===== src/rtl/core/scp_pkg.sv =====
package scp_pkg;

  localparam int unsigned DEFAULT_FIFO_DEPTH = 8;

  // ascii codes seen by the parser
  localparam logic [7:0] CHAR_S    = 8'h53;
  localparam logic [7:0] CHAR_T    = 8'h54;
  localparam logic [7:0] CHAR_D    = 8'h44;
  localparam logic [7:0] CHAR_E    = 8'h45;
  localparam logic [7:0] CHAR_P    = 8'h50;
  localparam logic [7:0] CHAR_LF   = 8'h0a;
  localparam logic [7:0] CHAR_ZERO = 8'h30;
  localparam logic [7:0] CHAR_NINE = 8'h39;

  typedef enum logic [1:0] {
    OP_RX_BYTE = 2'd0,
    OP_POP     = 2'd1,
    OP_CLEAR   = 2'd2
  } op_e;

  typedef enum logic [2:0] {
    EV_NONE      = 3'd0,
    EV_ENQUEUED  = 3'd1,
    EV_DROPPED   = 3'd2,
    EV_SPEED_SET = 3'd3,
    EV_POPPED    = 3'd4,
    EV_POP_EMPTY = 3'd5
  } event_e;

  typedef enum logic [2:0] {
    POS_START  = 3'd0,
    POS_SECOND = 3'd1,
    POS_THIRD  = 3'd2,
    POS_FOURTH = 3'd3,
    POS_FIFTH  = 3'd4
  } parse_pos_e;

  typedef struct packed {
    logic push;
    logic pop;
    logic clear;
  } fifo_ctrl_t;

  typedef struct packed {
    logic full;
    logic empty;
  } fifo_stat_t;

endpackage


===== src/rtl/core/serial_command_parser_with_fifo.sv =====
// channel  | dir | tdata                                      | tuser
// s_axis   | in  | [7:0] rx_byte                              | [1:0] op
// m_axis   | out | [7:0] command_byte, [14:8] speed_percent,  | [2:0] event_res
//          |     | [18:15] queue_count, [23:19] zero          |
//
// one item per cycle sustained while the output is not stalled; each transfer
// is held in the input register and its result is then registered in the output register
// rst_ni clears parse position, letter, digits, speed and the fifo pointers
// a stalled result holds the output register; the input register still
// takes a new transfer whenever the result ahead of it is free to move
module serial_command_parser_with_fifo #(
  parameter int unsigned FIFO_DEPTH = scp_pkg::DEFAULT_FIFO_DEPTH
) (
  input  logic        clk_i,
  input  logic        rst_ni,
  input  logic        s_axis_tvalid,
  output logic        s_axis_tready,
  input  logic [7:0]  s_axis_tdata,  // [7:0] rx_byte
  input  logic [1:0]  s_axis_tuser,  // [1:0] op
  output logic        m_axis_tvalid,
  input  logic        m_axis_tready,
  output logic [23:0] m_axis_tdata,  // [7:0] command_byte, [14:8] speed_percent,
                                     // [18:15] queue_count
  output logic [2:0]  m_axis_tuser   // [2:0] event_res
);
  import scp_pkg::*;

  localparam int unsigned CW = $clog2(FIFO_DEPTH + 1);

  // handshake and pipeline control
  logic       s_fire;
  logic       out_free;
  logic       advance;
  logic       in_valid_q;
  logic [1:0] op_q;
  logic [7:0] byte_q;

  // parser state
  parse_pos_e pos_q, pos_d;
  logic [7:0] letter_q, letter_d;
  logic [3:0] tens_q, tens_d;
  logic [3:0] ones_q, ones_d;
  logic [6:0] speed_q, speed_d;

  // decode of the item in the input register
  op_e        op;
  logic       is_p;
  logic       is_digit;
  logic       is_letter;
  logic       is_lf;
  logic [3:0] digit;
  logic [3:0] rounded_tens;

  // per-item outcome
  event_e     ev;
  logic [7:0] cmd_byte;
  fifo_ctrl_t fifo_ctrl;
  fifo_stat_t fifo_stat;
  logic [7:0] fifo_head;
  logic [CW-1:0] count_next;
  logic [CW+3:0] count_ext;

  // output register
  logic       out_valid_q;
  event_e     out_ev_q;
  logic [7:0] out_cmd_q;
  logic [6:0] out_speed_q;
  logic [3:0] out_count_q;

  assign out_free      = !out_valid_q || m_axis_tready;
  assign advance       = in_valid_q && out_free;
  assign s_axis_tready = !in_valid_q || out_free;
  assign s_fire        = s_axis_tvalid && s_axis_tready;

  assign op        = op_e'(op_q);
  assign is_p      = (letter_q == CHAR_P);
  assign is_digit  = (byte_q >= CHAR_ZERO) && (byte_q <= CHAR_NINE);
  assign is_lf     = (byte_q == CHAR_LF);
  assign is_letter = (byte_q == CHAR_S) || (byte_q == CHAR_T) || (byte_q == CHAR_D) ||
                     (byte_q == CHAR_E) || (byte_q == CHAR_P);
  assign digit     = byte_q[3:0] - CHAR_ZERO[3:0];

  // round to the nearest ten: tens digit plus one when ones is five or more
  assign rounded_tens = tens_q + {3'b000, (ones_q >= 4'd5)};

  // next parse position and captured fields
  always_comb begin
    pos_d    = pos_q;
    letter_d = letter_q;
    tens_d   = tens_q;
    ones_d   = ones_q;
    speed_d  = speed_q;
    if (advance && (op == OP_RX_BYTE)) begin
      case (pos_q)
        POS_START: begin
          if (is_letter) begin
            letter_d = byte_q;
            pos_d    = POS_SECOND;
          end
        end
        POS_SECOND: begin
          if (is_p && !is_digit) begin
            pos_d = POS_START;
          end else begin
            if (is_p) tens_d = digit;
            pos_d = POS_THIRD;
          end
        end
        POS_THIRD: begin
          if (is_p) begin
            if (is_digit) begin
              ones_d = digit;
              pos_d  = POS_FOURTH;
            end else begin
              pos_d = POS_START;
            end
          end else if (is_lf) begin
            pos_d = POS_START;
          end else begin
            pos_d = POS_FOURTH;
          end
        end
        POS_FOURTH: pos_d = POS_FIFTH;
        default: begin
          if (is_p && is_lf) begin
            speed_d = 7'(rounded_tens) * 7'd10;
          end
          pos_d = POS_START;
        end
      endcase
    end
  end

  // event, fifo control and reported letter
  always_comb begin
    ev        = EV_NONE;
    cmd_byte  = 8'h00;
    fifo_ctrl = '0;
    if (advance) begin
      case (op)
        OP_RX_BYTE: begin
          if ((pos_q == POS_THIRD) && !is_p && is_lf) begin
            if (fifo_stat.full) begin
              ev = EV_DROPPED;
            end else begin
              ev             = EV_ENQUEUED;
              cmd_byte       = letter_q;
              fifo_ctrl.push = 1'b1;
            end
          end else if ((pos_q == POS_FIFTH) && is_p && is_lf) begin
            ev = EV_SPEED_SET;
          end
        end
        OP_POP: begin
          if (fifo_stat.empty) begin
            ev = EV_POP_EMPTY;
          end else begin
            ev            = EV_POPPED;
            cmd_byte      = fifo_head;
            fifo_ctrl.pop = 1'b1;
          end
        end
        OP_CLEAR: fifo_ctrl.clear = 1'b1;
        default: ev = EV_NONE;
      endcase
    end
  end

  scp_fifo #(
    .FIFO_DEPTH(FIFO_DEPTH)
  ) u_fifo (
    .clk_i       (clk_i),
    .rst_ni      (rst_ni),
    .ctrl_i      (fifo_ctrl),
    .wdata_i     (letter_q),
    .head_o      (fifo_head),
    .count_next_o(count_next),
    .stat_o      (fifo_stat)
  );

  // queue count is reported modulo sixteen
  assign count_ext = {4'b0000, count_next};

  // input register
  always_ff @(posedge clk_i or negedge rst_ni) begin
    if (!rst_ni) begin
      in_valid_q <= 1'b0;
    end else if (s_fire) begin
      in_valid_q <= 1'b1;
    end else if (advance) begin
      in_valid_q <= 1'b0;
    end
  end

  always_ff @(posedge clk_i) begin
    if (s_fire) begin
      op_q   <= s_axis_tuser;
      byte_q <= s_axis_tdata;
    end
  end

  // parser state registers
  always_ff @(posedge clk_i or negedge rst_ni) begin
    if (!rst_ni) begin
      pos_q    <= POS_START;
      letter_q <= 8'h00;
      tens_q   <= 4'h0;
      ones_q   <= 4'h0;
      speed_q  <= 7'd0;
    end else begin
      pos_q    <= pos_d;
      letter_q <= letter_d;
      tens_q   <= tens_d;
      ones_q   <= ones_d;
      speed_q  <= speed_d;
    end
  end

  // output register
  always_ff @(posedge clk_i or negedge rst_ni) begin
    if (!rst_ni) begin
      out_valid_q <= 1'b0;
    end else if (advance) begin
      out_valid_q <= 1'b1;
    end else if (m_axis_tready) begin
      out_valid_q <= 1'b0;
    end
  end

  always_ff @(posedge clk_i) begin
    if (advance) begin
      out_ev_q    <= ev;
      out_cmd_q   <= cmd_byte;
      out_speed_q <= speed_d;
      out_count_q <= count_ext[3:0];
    end
  end

  assign m_axis_tvalid = out_valid_q;
  assign m_axis_tuser  = out_ev_q;
  assign m_axis_tdata  = {5'b00000, out_count_q, out_speed_q, out_cmd_q};

endmodule


===== src/rtl/core/scp_fifo.sv =====
module scp_fifo #(
  parameter int unsigned FIFO_DEPTH = scp_pkg::DEFAULT_FIFO_DEPTH,
  localparam int unsigned PW = (FIFO_DEPTH > 1) ? $clog2(FIFO_DEPTH) : 1,
  localparam int unsigned CW = $clog2(FIFO_DEPTH + 1)
) (
  input  logic                clk_i,
  input  logic                rst_ni,
  input  scp_pkg::fifo_ctrl_t ctrl_i,
  input  logic [7:0]          wdata_i,
  output logic [7:0]          head_o,
  output logic [CW-1:0]       count_next_o,
  output scp_pkg::fifo_stat_t stat_o
);
  import scp_pkg::*;

  localparam logic [PW-1:0] LAST_SLOT = PW'(FIFO_DEPTH - 1);
  localparam logic [CW-1:0] FULL_COUNT = CW'(FIFO_DEPTH);

  logic [7:0]    mem [FIFO_DEPTH];
  logic [PW-1:0] wr_ptr_q, wr_ptr_d;
  logic [PW-1:0] rd_ptr_q, rd_ptr_d;
  logic [CW-1:0] count_q, count_d;
  logic [7:0]    rdata_q;
  logic [7:0]    byp_data_q;
  logic          byp_q;

  always_comb begin
    wr_ptr_d = wr_ptr_q;
    rd_ptr_d = rd_ptr_q;
    count_d  = count_q;
    if (ctrl_i.clear) begin
      wr_ptr_d = '0;
      rd_ptr_d = '0;
      count_d  = '0;
    end else if (ctrl_i.push) begin
      wr_ptr_d = (wr_ptr_q == LAST_SLOT) ? '0 : wr_ptr_q + 1'b1;
      count_d  = count_q + 1'b1;
    end else if (ctrl_i.pop) begin
      rd_ptr_d = (rd_ptr_q == LAST_SLOT) ? '0 : rd_ptr_q + 1'b1;
      count_d  = count_q - 1'b1;
    end
  end

  always_ff @(posedge clk_i or negedge rst_ni) begin
    if (!rst_ni) begin
      wr_ptr_q <= '0;
      rd_ptr_q <= '0;
      count_q  <= '0;
      byp_q    <= 1'b0;
    end else begin
      wr_ptr_q <= wr_ptr_d;
      rd_ptr_q <= rd_ptr_d;
      count_q  <= count_d;
      // new head written in the same cycle it becomes the head
      byp_q    <= ctrl_i.push && (wr_ptr_q == rd_ptr_d);
    end
  end

  always_ff @(posedge clk_i) begin
    if (ctrl_i.push) begin
      mem[wr_ptr_q] <= wdata_i;
    end
    rdata_q    <= mem[rd_ptr_d];
    byp_data_q <= wdata_i;
  end

  assign head_o       = byp_q ? byp_data_q : rdata_q;
  assign count_next_o = count_d;
  assign stat_o.full  = (count_q == FULL_COUNT);
  assign stat_o.empty = (count_q == '0);

endmodule

===== config.mk =====
export PLATFORM = sky130hd
export DESIGN_NAME = serial_command_parser_with_fifo
export DESIGN_NICKNAME = d
export VERILOG_FILES = /design/src/rtl/core/scp_pkg.sv /design/src/rtl/core/serial_command_parser_with_fifo.sv /design/src/rtl/core/scp_fifo.sv
export SDC_FILE = /design/constraint.sdc
export NUM_CORES = 1
export LEC_CHECK = 0
export ABC_AREA = 1
export BUFFER_PORTS_ARGS = -buffer_cell sky130_fd_sc_hd__buf_2
export CORE_ASPECT_RATIO = 2
export CORE_MARGIN = 2
export CORE_UTILIZATION = 55
export CTS_CLUSTER_SIZE = 16
export DETAILED_ROUTE_END_ITERATION = 7
export PLACE_DENSITY = 0.73
export SLEW_MARGIN = 40
export SYNTH_ARGS = -nofsm -noshare
export SYNTH_HDL_FRONTEND = slang
export SYNTH_SLANG_ARGS = --single-unit

===== constraint.sdc =====
create_clock -name clk_i -period 3.55 [get_ports clk_i]
set_clock_uncertainty 0.15 [all_clocks]
set_input_delay 0.5325 -clock clk_i [delete_from_list [all_inputs] [get_ports clk_i]]
set_output_delay 0.5325 -clock clk_i [all_outputs]
set_load 0.005 [all_outputs]

# Yosys cells after proc, flatten, opt, wreduce, memory -nomap -nowiden
# Memories as Yosys holds them, arrays and structs flattened. A register that Yosys moved wholly into a read port is not among the register bits.
# Cells that the tools add are included.
# W data, S select, Z words.
# totals
mem_bits_rw,64
wordCells,121
ff_bits,79
memories,1
input_bits,14
# classes
addsub,5
n_reduce_logical,32
n_bitwise,1
n_eq_ne,18
multipliers,1
mux,42
magnitude_cmp,3
# mem_list
memory,words,word_bits,rd,rd_clocked_by_memory_dff,wr,line_no,source
u_fifo.mem,8,8,1,1,1,scp_fifo.sv:19,logic [7:0] mem [FIFO_DEPTH];
# op_table
op,count
$eq A8 B7 Y1 const B,6
$mux W3,11
$mux W8,4
$mux W7,3
$pmux W8 S2,1
$mux W1,13
$mux W4,3
$pmux W3 S4,1
$logic_and A1 B1 Y1,11
$mux W2,5
$eq A3 B3 Y1 const B,3
$eq A8 B4 Y1 const B,1
$ge A8 B6 Y1 const B,1
$le A8 B6 Y1 const B,1
$reduce_and A4 Y1,2
$add A3 B1 Y3 const B,2
$eq A3 B2 Y1 const B,2
$logic_or A1 B1 Y1,6
$mul A4 B3 Y6 const B,1
$pmux W3 S2,1
$reduce_bool A2 Y1,3
$add A4 B1 Y4,1
$add A4 B1 Y4 const B,1
$eq A4 B4 Y1 const B,1
15 further kinds,18

# Logic depth before layout (Yosys ltp)
# Gate-level depths: netlist of the first run.
# logic_depth
ltp_word,12
mapped_depth,13
mapped_depth_nobuf,12

# Hierarchy
# A second synthesis of the first run with hierarchy kept.
# unflattened
hier_cells,662
area_unflattened_um2,6757.7
# by_module_without_submodules
module,instances,area_per_inst_um2,cells_each
scp_fifo,1,4065.1,396
serial_command_parser_with_fifo,1,2692.6,266

# Worst setup path before layout of the first run
# OpenSTA, ideal clock, no wires.
# synth_timing
kind,reg2reg
startpoint,register ones_q[0]
endpoint,"register out_speed_q[6], data pin"
arrival_ps,2204
stages_incl_launch_ff,11
required_ps,3142
path_slack_ps,939
synth_period_minus_slack_ps,2611
setup_ps,258
n_path_buf,0
cell_sequence,dfrtp_1 -> o21ai_0 -> nand2_1 -> ha_1 -> ha_1 -> ha_1 -> ha_1 -> fa_1 -> xor2_1 -> mux2i_1 -> inv_1
# synth_between
elab_chain_len,6
# synth_lines
item,line_no,source
"start, declared",serial_command_parser_with_fifo.sv:42,"logic [3:0] ones_q, ones_d;"
"start signal, assigned",serial_command_parser_with_fifo.sv:214,ones_q <= ones_d;
$ge A4 B3 Y1,serial_command_parser_with_fifo.sv:84,"assign rounded_tens = tens_q + {3'b000, (ones_q >= 4'd5)};"
$add A4 B1 Y4,serial_command_parser_with_fifo.sv:84,
$mul A4 B3 Y6,serial_command_parser_with_fifo.sv:126,speed_d = 7'(rounded_tens) * 7'd10;
$mux W7,serial_command_parser_with_fifo.sv:125,if (is_p && is_lf) begin
$mux W7,serial_command_parser_with_fifo.sv:94,case (pos_q)
$mux W7,serial_command_parser_with_fifo.sv:93,if (advance && (op == OP_RX_BYTE)) begin
net speed_d[6],serial_command_parser_with_fifo.sv:43,"logic [6:0] speed_q, speed_d;"
"end signal, assigned",serial_command_parser_with_fifo.sv:234,out_speed_q <= speed_d;
"end, declared",serial_command_parser_with_fifo.sv:67,logic [6:0] out_speed_q;
# The timed path passes the listed nets, and every way through them passes these cells.
# A chain may end at the register's enable or synchronous reset.

# Final worst setup path of the first run
# Same ends and word-level chain as after synthesis.

==> results.sh, run 1 <==
export IMPL_synth_edff_count=96
export IMPL_path_cells="o21ai_0 > nand2_1 > ha_1 > ha_1 > ha_1 > ha_1 > fa_1 > xor2_1 > mux2i_1 > inv_1"
export IMPL_power_switching_mw=1.63
export IMPL_seqPwrFrac=0.423
export IMPL_grt_ovfl_total=0
export IMPL_drive_gt1_frac=0.165
export IMPL_p_leak_nw=3.58
export IMPL_clock_sinks=151
export IMPL_drc=0
export IMPL_start_util=0.559
export IMPL_synth_seq_cells=151
export IMPL_die_h_um=161
export IMPL_htreeDepth=4
export IMPL_grt_pass1_vias=4815
export IMPL_antenna_found_initial=0
export IMPL_track_usage=0.249
export IMPL_synth_compound_area_share=0.0308
export IMPL_synthTopCellsByArea="edfxtp_1 (43%), dfrtp_1 (14%), nand2_1 (7.9%)"
export IMPL_wl_per_cell_um=17.6
export IMPL_routed_via_density=5.51
export IMPL_critPathRequiredTime_ns=3.58
export IMPL_synth_xor_area_frac=0.0104
export IMPL_core_um2=12100
export IMPL_ys_seq_area_frac=0.620
export IMPL_crit_fanout=2
export IMPL_cts_clk_slew_worst_paths_ns=0.06
export IMPL_slowest_stage="dfrtp_1"
export IMPL_antenna_cells=0
export IMPL_maxCapViolations=0
export IMPL_synth_simple_area_share=0.217
export IMPL_hold_violations=0
export IMPL_wl_um=15200
export IMPL_synthAdderAreaFrac=0.0234
export IMPL_cellPowerDensity_nw_per_um2=661
export IMPL_synth_cell_types=37
export IMPL_cts_made_buffers=17
export IMPL_ioPinCount=43
export IMPL_grt_pass1_wl_um=23800
export IMPL_gp_congestion=0.865
export IMPL_ir_worst_vdd_mv=0.573
export IMPL_sw_frac_of_total=0.319
export IMPL_fp_dieW_um=82.3
export IMPL_path_common_cell="ha_1"
export IMPL_rsz0062_at_grt="no"
export IMPL_drtPass1Iterations=5
export IMPL_combinationalPowerShare=0.234
export IMPL_slowest_delay_ns=0.38
export IMPL_whs_ns=0.122
export IMPL_ys_flop_type="edfxtp_1"
export IMPL_holdCritPathClass="input pin to flip-flop"
export IMPL_final_max_slew_viol_count=0
export IMPL_cts_tree="done"
export IMPL_post_cts_resized=0
export IMPL_layout_worst_path_cycle_share=0.795
export IMPL_finalNetCount=729
export IMPL_p_int_mw=3.46
export IMPL_synth_top_area_frac=0.428
export IMPL_grt_max_degree=40
export IMPL_vias=4758
export IMPL_synthToLayoutAreaGrowth_pct=14.3
export IMPL_ys_async_sr_fraction=0.258
export IMPL_arrival_ns=2.85
export IMPL_clock_power_share=0.343
export IMPL_tightest_slew_ns=0.703
export IMPL_max_slew_margin=0.530
export IMPL_crit_type="flip-flop to flip-flop"
export IMPL_outcome="finished, final reports clean"
export IMPL_endpoint_kind="flip-flop"
export IMPL_fin_util=0.639
export IMPL_syn_area_um2=6740
export IMPL_synth_top_area_cell="edfxtp_1"
export IMPL_syn_area_per_cell_um2=10.4
export IMPL_setup_viol=0
export IMPL_dp_hpwl_um=10600
export IMPL_rows=57
export IMPL_design_die_area_um2=13200
export IMPL_root_buffer="clkbuf_16"
export IMPL_drt_initial_drc_count=304
export IMPL_synth_mux_area_frac=0.0134
export IMPL_cp_start_kind="flip-flop"
export IMPL_postRouteAntennaNets=0
export IMPL_synthCells=648
export IMPL_cts_buffer_depth=2
export IMPL_fmax_mhz=354
export IMPL_synth_most_common_cell="nand2_1"
export IMPL_clk_latency_ns=0.43
export IMPL_tns_ns=0
export IMPL_fill_cells=939
export IMPL_synth_top_family_by_area="simple AND/OR/NAND/NOR gates"
export IMPL_yosysWarningCount=0
export IMPL_synthTopCellsByCount="nand2_1 (142), inv_1 (104), edfxtp_1 (96)"
export IMPL_portBuffers=37
export IMPL_min_period_ns=2.82
path summary, 6_finish.rpt:
kind | to | startpoint | slack, ns | cells past startpoint
max | out_speed_q[6]$_DFFE_PP_ | ones_q[0]$_DFFE_PN0P_ | 0.73 | 10
min | byte_q[6]$_DFFE_PP_ | s_axis_tdata[6] | 0.12 | 1
max reg2reg | out_speed_q[6]$_DFFE_PP_ | ones_q[0]$_DFFE_PN0P_ | 0.73 | 10
min reg2reg | speed_q[5]$_DFF_PN0_ | speed_q[5]$_DFF_PN0_ | 0.33 | 2
max in group asynchronous | ones_q[3]$_DFFE_PN0P_ | rst_ni | 2.41 | 2
min in group asynchronous | u_fifo.count_q[1]$_DFF_PN0_ | rst_ni | 0.47 | 2
state kept, by name (all words and copies together) (netlist names), 7 cells and up:
name               flops
byte_q                 8
letter_q               8
out_cmd_q              8
out_speed_q            7
speed_q                7
u_fifo.byp_data_q      8
u_fifo.mem            64
u_fifo.rdata_q         8
worst max-delay path: cells and delay by family (launching register included):
family	cells	cell delay [ns]
xor gates and xnor gates	1	0.16
AOI/OAI and AO/OA	1	0.19
muxes	1	0.13
and+or+nand+nor	1	0.11
DFF	1	0.38
adders and majority gates	5	1.38
buffers and inverters	1	0.07
cell families after synthesis:
group | after synthesis
xor gates and xnor gates | 8
and+or+nand+nor | 293
muxes | 9
DFF | 151
other | 1
buffers and inverters | 135
adders and majority gates | 12
AOI/OAI and AO/OA | 39
cell type report:
class	instances	area, um2	area share
Timing Repair Buffer	56	333	0.0432
Multi-Input combinational cell	366	2010	0.261
Clock inverter	11	124	0.0161
Tap cell	147	184	0.0239
Inverter	111	424	0.0551
Clock buffer	21	450	0.0585
Sequential cell	151	4180	0.542
placed cells by master (no fill, tap or decap), drive strengths merged, types with 9 or more instances in the layout:
cell	count
buf	55
clkbuf	21
dfrtp	39
dfxtp	16
edfxtp	96
ha	11
inv	113
mux2i	9
nand2	147
nand3	64
nand4	41
nor2	27
nor3	12
o21ai	32
power by group through the flow:
| stage | logic, mW | clock network (mW) | registers (mW) |
|---|---|---|---|
| floorplan | 0.878 | 0 | 2.16 |
| global placement | 1.13 | 0 | 2.18 |
| detailed placement | 1.18 | 0 | 2.18 |
| CTS | 1.20 | 1.76 | 2.15 |
| global route | 1.32 | 1.83 | 2.17 |
| finish | 1.19 | 1.74 | 2.15 |
timing repair:
item	4_1_cts	5_1_grt
hold buffers	1	0
hold endpoints to repair	39	0
buffers inserted	0	0
setup endpoints to repair	0	0
routing by layer:
layer | global-route usage | share of wire
met5 | 0 | 0
met4 | 0.148 | 0.053
met3 | 0.0517 | 0.034
met2 | 0.452 | 0.58
met1 | 0.246 | 0.33
through the flow:
step           worst slack (ns)  instances  power [mW]  cell area, um2
6_report                  0.728        863        5.09            7700
5_1_grt                   0.572        863        5.31            7700
4_1_cts                   0.699        863        5.10            7700
3_5_place_dp              0.704        830        3.36            7120
3_3_place_gp              0.785        830        3.31            7120
2_1_floorplan             0.939        652        3.03            6760
No activity file was read; power rests on OpenSTA's default activity.
==> run 2, diff against run 1 <==
--- a/config.mk
+++ b/config.mk
@@ -5,14 +5,14 @@
 export SDC_FILE = /design/constraint.sdc
 export NUM_CORES = 1
 export LEC_CHECK = 0
-export ABC_AREA = 1
+export ABC_AREA = 0
 export BUFFER_PORTS_ARGS = -buffer_cell sky130_fd_sc_hd__buf_2
 export CORE_ASPECT_RATIO = 2
 export CORE_MARGIN = 2
 export CORE_UTILIZATION = 55
 export CTS_CLUSTER_SIZE = 16
 export DETAILED_ROUTE_END_ITERATION = 7
-export PLACE_DENSITY = 0.73
+export PLACE_DENSITY = 0.74
 export SLEW_MARGIN = 40
 export SYNTH_ARGS = -nofsm -noshare
 export SYNTH_HDL_FRONTEND = slang
==> constraint.sdc (replaced) <==
create_clock -name clk_i -period 2.6 [get_ports clk_i]
set_clock_uncertainty 0.15 [all_clocks]
set_input_delay 0.39 -clock clk_i [delete_from_list [all_inputs] [get_ports clk_i]]
set_output_delay 0.39 -clock clk_i [all_outputs]
set_load 0.005 [all_outputs]
==> run 2 against run 1 <==
  * The flow now finishes with violations (setup timing)
  * Via count is 19% lower
  * Hold slack worse by 0.11 ns
  * Flip-flop and latch count did not move
  * Combinational power grew 43%
  * Global-route usage rose by 0.56 points
  * Synthesized cell count down 38%
  * Worst setup slack lost 0.90 ns
  * Power is 36% higher
  * Largest cell class unchanged
  * Highest routed layer unchanged
==> results.sh, run 2 <==
export IMPL_outcome="finished with violations"
export IMPL_violations="setup timing"
export IMPL_largest_reg_flops=64
export IMPL_cts_made_buffers=17
export IMPL_hp_start="s_axis_tdata[4]"
export IMPL_power_mw=6.91
export IMPL_start_util=0.557
export IMPL_crit_buf_inv=3
export IMPL_cts_tree="done"
export IMPL_drtPass1Iterations=5
export IMPL_root_buffer="clkbuf_16"
export IMPL_fp_dieW_um=79.3
export IMPL_track_usage=0.255
export IMPL_crit_type="flip-flop to flip-flop"
export IMPL_clock_sinks=151
export IMPL_final_max_slew_viol_count=0
export IMPL_synth_cell_types=60
export IMPL_ys_flop_type="edfxtp_1"
export IMPL_design_die_area_um2=12300
export IMPL_worstReg2RegStart="u_fifo.count_q[0]$_DFF_PN0_"
export IMPL_p_int_mw=5.13
export IMPL_setup_viol=10
export IMPL_cts_buffer_depth=2
export IMPL_multi_input_area_um2=2260
export IMPL_antenna_cells=0
export IMPL_sw_frac_of_total=0.258
export IMPL_hold_depth=1
export IMPL_synth_edff_count=96
export IMPL_synthCells=402
export IMPL_ir_worst_vdd_mv=0.760
export IMPL_fmax_mhz=361
export IMPL_ys_async_sr_fraction=0.258
export IMPL_grt_ovfl_total=0
export IMPL_dp_hpwl_um=9180
export IMPL_cp_start_kind="flip-flop"
export IMPL_crit_fanout=8
export IMPL_instances_no_fill=684
export IMPL_final_common_cell="edfxtp_1"
export IMPL_rsz0062_at_grt="yes"
export IMPL_setup_slack_ns=-0.174
export IMPL_slowest_stage="mux4_2"
export IMPL_routed_via_density=5.66
export IMPL_finalNetCount=555
export IMPL_cts_clk_slew_worst_paths_ns=0.06
export IMPL_holdCritPathClass="input pin to flip-flop"
export IMPL_grt_pass1_wl_um=22400
export IMPL_core_um2=11200
export IMPL_clock_power_share=0.347
export IMPL_layout_common_cells="edfxtp_1 (96), buf_4 (61), dfrtp_1 (39)"
export IMPL_grt_max_degree=40
export IMPL_use_met3=0.0519
export IMPL_layout_worst_path_cycle_share=1.07
export IMPL_htreeDepth=4
export IMPL_cellPowerDensity_nw_per_um2=838
export IMPL_tns_ns=-1.11
export IMPL_dp_cells=624
export IMPL_whs_endpoint="byte_q[4]$_DFFE_PP_"
export IMPL_rows=55
export IMPL_die_h_um=155
export IMPL_synth_top_area_cell="edfxtp_1"
export IMPL_ioPinCount=43
export IMPL_fin_area_um2=8240
export IMPL_ys_seq_area_frac=0.669
export IMPL_fill_cells=643
export IMPL_slowest_delay_ns=0.48
export IMPL_combinationalPowerShare=0.246
export IMPL_tightest_slew_ns=0.608
export IMPL_syn_area_um2=6240
export IMPL_portBuffers=37
export IMPL_met1_usage=0.232
export IMPL_r2r_setup_slack_ns=-0.17
export IMPL_crit_start="u_fifo.count_q[0]$_DFF_PN0_"
export IMPL_drive_gt1_frac=0.434
export IMPL_seqPwrFrac=0.407
export IMPL_endpoint_kind="flip-flop"
export IMPL_syn_area_per_cell_um2=15.5
export IMPL_synthTopCellsByCount="edfxtp_1 (96), dfrtp_1 (39), mux2_1 (24)"
export IMPL_wl_um=14500
export IMPL_min_period_ns=2.77
export IMPL_drt_initial_drc_count=271
export IMPL_maxCapViolations=0
export IMPL_regMostFlops="u_fifo.mem"
export IMPL_max_slew_margin=0.595
export IMPL_wl_per_cell_um=21.2
export IMPL_synth_seq_cells=151
export IMPL_postRouteAntennaNets=0
export IMPL_synthTopCellsByArea="edfxtp_1 (46%), dfrtp_1 (16%), dfxtp_1 (5.1%)"
export IMPL_path_cells="inv_2 > ha_4 > or3b_4 > nand2_4 > o41ai_4 > a31oi_4 > buf_6 > buf_12 > mux2_4 > mux4_2"
export IMPL_dpl_instance_area_um2=7150
export IMPL_antenna_found_initial=0
export IMPL_synth_top_area_frac=0.462
export IMPL_drc=0
export IMPL_worst_path_dominant_cell_family="multiplexers"
export IMPL_vias=3873
export IMPL_arrival_ns=2.91
export IMPL_gp_congestion=0.864
export IMPL_use_met2=0.505
export IMPL_ff_latch_area_um2=4180
export IMPL_grt_busiest_layer="met2"
export IMPL_p_leak_nw=3.38
export IMPL_synthToLayoutAreaGrowth_pct=32.0
export IMPL_timing_rr_end="u_fifo.rdata_q[2]$_DFF_P_"
export IMPL_power_switching_mw=1.78
export IMPL_rr_worst_depth=10
export IMPL_clk_latency_ns=0.42
export IMPL_critPathRequiredTime_ns=2.74
export IMPL_synth_most_common_cell="edfxtp_1"
export IMPL_grt_pass1_vias=4229
export IMPL_hold_violations=0
export IMPL_yosysWarningCount=0
export IMPL_whs_ns=0.0143
==> run 2: cell types whose count changed in the layout (fill, tap and decap cells not counted), sizes merged, moves of 6 or more <==
cell and delta:
buf +56, inv -99, nand4 -40, nand2 -125, nor2 -13, mux4 +8, o21ai -17, mux2 +50
nand2b +6, nor2b +7, nand3 -54, dlygate4sd3 +9
==> run 2: timing repair <==
| action | 4_1_cts | 5_1_grt |
|---|---|---|
| pin swaps | 15 | 12 |
| gates resized for setup | 40 | 16 |
| setup buffers | 10 | 8 |
| endpoints found under the setup margin | 81 | 78 |
| hold buffers | 10 | 0 |
| endpoints found under the hold margin | 48 | 0 |
| cloned | 3 | 0 |
==> run 2: cells by family (layout without fill, tap and decap cells) <==
logic type	count (synthesis)	in the layout	synth area share
DFF	151	151	0.669
and+or+nand+nor	96	97	0.0880
muxes	66	66	0.137
AOI/OAI and AO/OA	38	38	0.0433
buffers and inverters	30	165	0.0257
adders and majority gates	12	12	0.0253
xor gates and xnor gates	8	8	0.0112
other	1	5	0.000601
==> run 2: through the flow <==
| stage | util | worst slack, ns |
|---|---|---|
| 2_1_floorplan | - | -0.118 |
| 3_3_place_gp | 0.637 | -0.104 |
| 3_5_place_dp | 0.637 | -0.140 |
| 4_1_cts | 0.728 | -0.176 |
| 5_1_grt | 0.735 | -0.245 |
| 6_report | 0.735 | -0.174 |
==> run 2: per-layer routing <==
metal / routed length (um) / vias to the layer above
met5: 0 / -
li1: - / 1754
met3: 537 / 43
met4: 596 / 0
met2: 8900 / 139
met1: 4490 / 1937
==> run 2: final cells by class <==
cell class | count | area share
Timing Repair Buffer | 121 | 0.121
Clock buffer | 21 | 0.0559
Multi-Input combinational cell | 226 | 0.274
Clock inverter | 11 | 0.0144
Tap cell | 142 | 0.0216
Sequential cell | 151 | 0.507
Inverter | 12 | 0.00592
==> run 2: worst max path at each step <==
| stage | to | cells after the start |
|---|---|---|
| after CTS | u_fifo.rdata_q[6]$_DFF_P_ | 11 |
| after global routing | u_fifo.rdata_q[2]$_DFF_P_ | 10 |
| after global placement | u_fifo.rdata_q[2]$_DFF_P_ | 9 |
| after detailed placement | u_fifo.rdata_q[2]$_DFF_P_ | 9 |
| after floorplan | u_fifo.rdata_q[0]$_DFF_P_ | 9 |
| final | u_fifo.rdata_q[2]$_DFF_P_ | 10 |
==> run 2: power groups by stage <==
stage               registers, mW  clock network (mW)  logic (mW)
floorplan                    2.87                   0       0.765
global placement             2.85                   0        1.20
detailed placement           2.85                   0        1.24
CTS                          2.81                2.42        1.67
global route                 2.83                2.52        1.80
finish                       2.81                2.40        1.70
